`config.mk`:
```
export PLATFORM = sky130hd
export DESIGN_NAME = qvr_div_stage
export DESIGN_NICKNAME = d
export VERILOG_FILES = /design/src/rtl/core/qvr_pkg.sv /design/src/rtl/core/qvr_div_stage.sv
export SDC_FILE = /design/constraint.sdc
export NUM_CORES = 1
export LEC_CHECK = 0
export BUFFER_PORTS_ARGS = -buffer_cell sky130_fd_sc_hd__clkbuf_2
export CAP_MARGIN = 20
export CELL_PAD_IN_SITES_DETAIL_PLACEMENT = 2
export CELL_PAD_IN_SITES_GLOBAL_PLACEMENT = 2
export CORE_MARGIN = 2
export CORE_UTILIZATION = 30
export CTS_BUF_LIST = sky130_fd_sc_hd__clkbuf_4
export CTS_CLUSTER_DIAMETER = 200
export CTS_CLUSTER_SIZE = 25
export DETAILED_ROUTE_END_ITERATION = 8
export PLACE_DENSITY = 0.92
export SLEW_MARGIN = 5
export SYNTH_ARGS = -nofsm -noshare
export SYNTH_HDL_FRONTEND = slang
export SYNTH_SLANG_ARGS = --single-unit
```
`constraint.sdc`:
```
create_clock -name clk -period 3.6 [get_ports clk]
set_clock_uncertainty 0.1 [all_clocks]
set_input_delay 0.54 -clock clk [delete_from_list [all_inputs] [get_ports clk]]
set_output_delay 0.54 -clock clk [all_outputs]
set_load 0.02 [all_outputs]
```
`src/rtl/core/qvr_pkg.sv`:
```
// Types and constants for the quaternion vector rotate pipeline.
package qvr_pkg;

    localparam int FW   = 16;   // field width
    localparam int PW   = 32;   // q*v product width
    localparam int TW   = 34;   // t component width
    localparam int NW   = 34;   // |q|^2 width
    localparam int MW   = 50;   // t*q product width
    localparam int RW   = 52;   // numerator / remainder width
    localparam int QW   = 17;   // quotient bits produced by the divider
    localparam int NSTG = 6;    // stages in front of the divider
    localparam int NPIP = NSTG + QW + 1;

    localparam logic [QW-1:0] POS_LIM = QW'(32767);
    localparam logic [QW-1:0] NEG_LIM = QW'(32768);

    typedef struct packed {
        logic [2:0][RW-1:0] rem;
        logic [2:0][QW-1:0] quo;
        logic [2:0]         neg;
        logic [2:0]         ovf;
        logic [RW-1:0]      dsh;
        logic               degen;
    } div_word_t;

endpackage

```
`src/rtl/core/qvr_div_stage.sv`:
```
// One restoring-division step for the three rotated components.
module qvr_div_stage (
    input  logic              clk,
    input  logic              en,
    input  qvr_pkg::div_word_t din,
    output qvr_pkg::div_word_t dout
);
    import qvr_pkg::*;

    div_word_t dout_reg;
    div_word_t dout_next;

    always_comb
    begin
        dout_next     = din;
        dout_next.dsh = din.dsh >> 1;
        for (int c = 0; c < 3; c++)
        begin
            if (din.rem[c] >= din.dsh)
            begin
                dout_next.rem[c] = din.rem[c] - din.dsh;
                dout_next.quo[c] = {din.quo[c][QW-2:0], 1'b1};
            end
            else
            begin
                dout_next.quo[c] = {din.quo[c][QW-2:0], 1'b0};
            end
        end
    end

    always_ff @(posedge clk)
    begin
        if (en)
        begin
            dout_reg <= dout_next;
        end
    end

    assign dout = dout_reg;

endmodule

```
==> impl_metrics.json <==
{
  "yosysSeqAreaShare_pct": 41.9,
  "htreeDepth": 1,
  "clock_power_share_pct": 12.7,
  "p_leak_nw": 13.4,
  "cap_violations": 0,
  "first_pass_iters": 7,
  "die_width_um": 256,
  "drtIter0Drc": 1727,
  "p_switching_mw": 4.57,
  "setup_ws_ns": -0.161,
  "slowest_stage": "dlygate4sd3_1",
  "synth_top_area_cell": "edfxtp_1",
  "synthCells": 1992,
  "slew_violations": 0,
  "drive_above_1_share_pct": 35.7,
  "synth_edf_count": 265,
  "ant_nets": 0,
  "yosys-top-cells-count": "265 x edfxtp_1, 231 x nand2_1, 187 x o21ai_0",
  "critical_path.max_stage_delay_ns": 0.54,
  "drc": 0,
  "cts.clk_slew.worst_paths_ns": 0.32,
  "status": "complete, but fails checks",
  "vias": 23340,
  "yosysWarnings": 0,
  "layout.nets": 3589,
  "portBuffers": 529,
  "largest_reg_flops": 265,
  "finalSetupViolations": 18,
  "finalHoldViolations": 0,
  "stdcell_count": 4016,
  "ir_drop_uv": 375,
  "async_reset_ff_share_pct": 0,
  "crit_fanout": 14,
  "wl_per_cell_um": 32.2,
  "cts-root-buf": "clkbuf_4",
  "syn-num-nets": 2419,
  "power_per_cell_area_nw_per_um2": 366,
  "p_seq_share_pct": 38.5,
  "swShare_pct": 43.1,
  "fill_cells": 6676,
  "cts.sinks": 265,
  "crit_path_start_kind": "input pin",
  "grt_pass1_wl_mm": 182,
  "grt_setup_unrepaired": "yes",
  "startpoint": "din[36]",
  "worst_pin_slew_ns": 0.774,
  "cts_tree": "built",
  "synth_cell_types": 85,
  "fmax_ghz": 0.266,
  "power.total_mw": 10.6,
  "fp-row-count": 92,
  "critPathCaptureType": "register",
  "combinationalPowerShare_pct": 48.8,
  "grt_overflow_total": 0,
  "grt_pass1_vias": 25943,
  "cts_buffers": 14,
  "antenna_found_initial": 16,
  "track_usage_pct": 37.2,
  "dpl_cell_area_sq_um": 25900,
  "place_congestion": 0.985,
  "yosys_register_bits": 265,
  "area_growth_pct": 52.7,
  "synth_most_common_cell": "edfxtp_1",
  "hp-start": "din[120]",
  "synth.area.top_cells": "edfxtp_1 42%, ha_1 10%, o21ai_0 4.9%",
  "syn_avg_cell_area_sq_um": 9.54,
  "layout_min_cycle_time_ns": 3.76,
  "required_ns": 4.17,
  "netlist_area_sq_um": 19000,
  "crit_type": "input pin to register",
  "grt_max_degree": 75,
  "dp_cells": 3735,
  "core_area_sq_um": 62900,
  "cts_buffer_depth": 3,
  "yosysTopAreaCellShare_pct": 41.9,
  "finalCritPeriodShare_pct": 104,
  "dp_hpwl_mm": 86.1,
  "ios": 534,
  "die_y_um": 256,
  "relSlewSlack_pct": 48.4,
  "die_area_sq_um": 65400,
  "dp_slack_ns": -0.943,
  "crit_chain": "dlygate4sd3_1, clkbuf_2, inv_1, ha_1, nand2_1, or3_1, buf_4, nor3_1, nand2_1, o31ai_1, buf_4, nor2_4, inv_4, buf_12, buf_6, nor2_1, a21oi_2",
  "finalInstanceArea_sq_um": 29000,
  "vias_per_cell": 5.81,
  "violations": "setup timing",
  "arrival_ns": 4.33,
  "initial_core_util_pct": 30.2,
  "wl_mm": 129,
  "p_int_mw": 6.05,
  "synthFlopType": "edfxtp_1",
  "hp-class": "input pin to register"
}
-- through the flow --
stage	util (%)	hold slack, ns	setup TNS (ns)
2_1_floorplan	-	0.539	0
4_1_cts	45.4	0.00242	0
6_report	46.2	0.0343	-0.768
3_3_place_gp	41.3	0.617	-36.97
5_1_grt	46.2	0.00251	-2.62
3_5_place_dp	41.3	0.619	-72.05
-- critical path, delay by kind of cell --
| kind | cells | cell delay (ns) |
|---|---|---|
| AND/OR/NAND/NOR | 6 | 1.03 |
| adder cells (fa/ha/maj) | 1 | 0.46 |
| AO/OA/AOI/OAI | 2 | 0.50 |
| buffers and inverters | 8 | 1.75 |
-- power by group through the flow --
stage	sequential [mW]	combinational [mW]	clock, mW
final	4.09	5.18	1.35
after global routing	4.11	5.39	1.43
after CTS	4.01	4.65	1.29
after detailed placement	4.08	4.40	0
after global placement	4.04	4.02	0
after floorplan	4.49	1.78	0
-- timing repair --
action | 4_1_cts | 5_1_grt
resized for setup | 1 | 90
setup buffers | 0 | 8
endpoints found under the setup margin | 1 | 108
endpoints found under the hold margin | 246 | 0
pin swaps | 0 | 15
gates cloned | 0 | 3
hold buffers | 246 | 0
-- per-layer routing --
metal / GRT usage, % / vias up / wire (um)
met2: 65.3 / 1343 / 62600
met1: 38.9 / 11679 / 45700
met5: 0 / - / 108
met4: 28.3 / 18 / 12200
li1: - / 9680 / -
met3: 8.42 / 620 / 8900
-- cell type report --
type,count,area [sq um],area share (%)
Multi-Input combinational cell,1527,10500,36.2
Clock buffer,15,113,0.388
Antenna cell,8,20.0,0.0690
Sequential cell,265,7960,27.4
Clock inverter,1,11.3,0.0388
Timing Repair Buffer,1248,8940,30.8
Inverter,106,404,1.39
Tap cell,846,1060,3.65
-- cells by family after synthesis --
| logic type | share of synthesized area [%] |
|---|---|
| fa+ha+maj | 10.6 |
| xor+xnor | 6.59 |
| simple gates | 13.5 |
| flops | 41.9 |
| mux | 0.408 |
| buf+inv | 4.53 |
| compound gates | 22.5 |
| other cells | 0.0197 |
-- final timing paths --
kind                               to  slack [ns]  cells after the start
setup / recovery  dout[178]$_DFFE_PP_       -0.16                     17
hold / removal    dout[120]$_DFFE_PP_        0.03                      4
-- cells in the final DEF, fill, tap and decap left out, types with 6 or more instances in the layout --
master         netlist  layout
edfxtp_1           265     265
ha_1               156     149
clkbuf_4             0      15
xor2_1              59      58
nor2b_1             15      15
o21ai_2              0       9
dlygate4sd3_1        0     246
nor4_1              10       8
a211oi_1            13      11
a31oi_1             17      15
buf_4                5     451
o211ai_1            15      15
o21a_1              18      18
a21oi_2             23      32
nand2b_1            20      20
and4_1               8       8
o21bai_1            41      41
nor3_1              20      18
and3_1              13      13
and2_1              12      12
clkbuf_2             6     528
diode_2              0       8
o31ai_1              8       7
xnor2_1             84      83
a21boi_0             7       6
mux2_2               6       6
o21ai_1              9      21
nor2_1             114     113
nand4_1             44      44
a21o_1              79      79
inv_1              105     103
nand3_1             36      36
a21oi_1            185     174
buf_12               0      17
nand2_1            231     231
o21ai_0            187     166
or3_1                8       8
(Power assumes the default switching activity.)
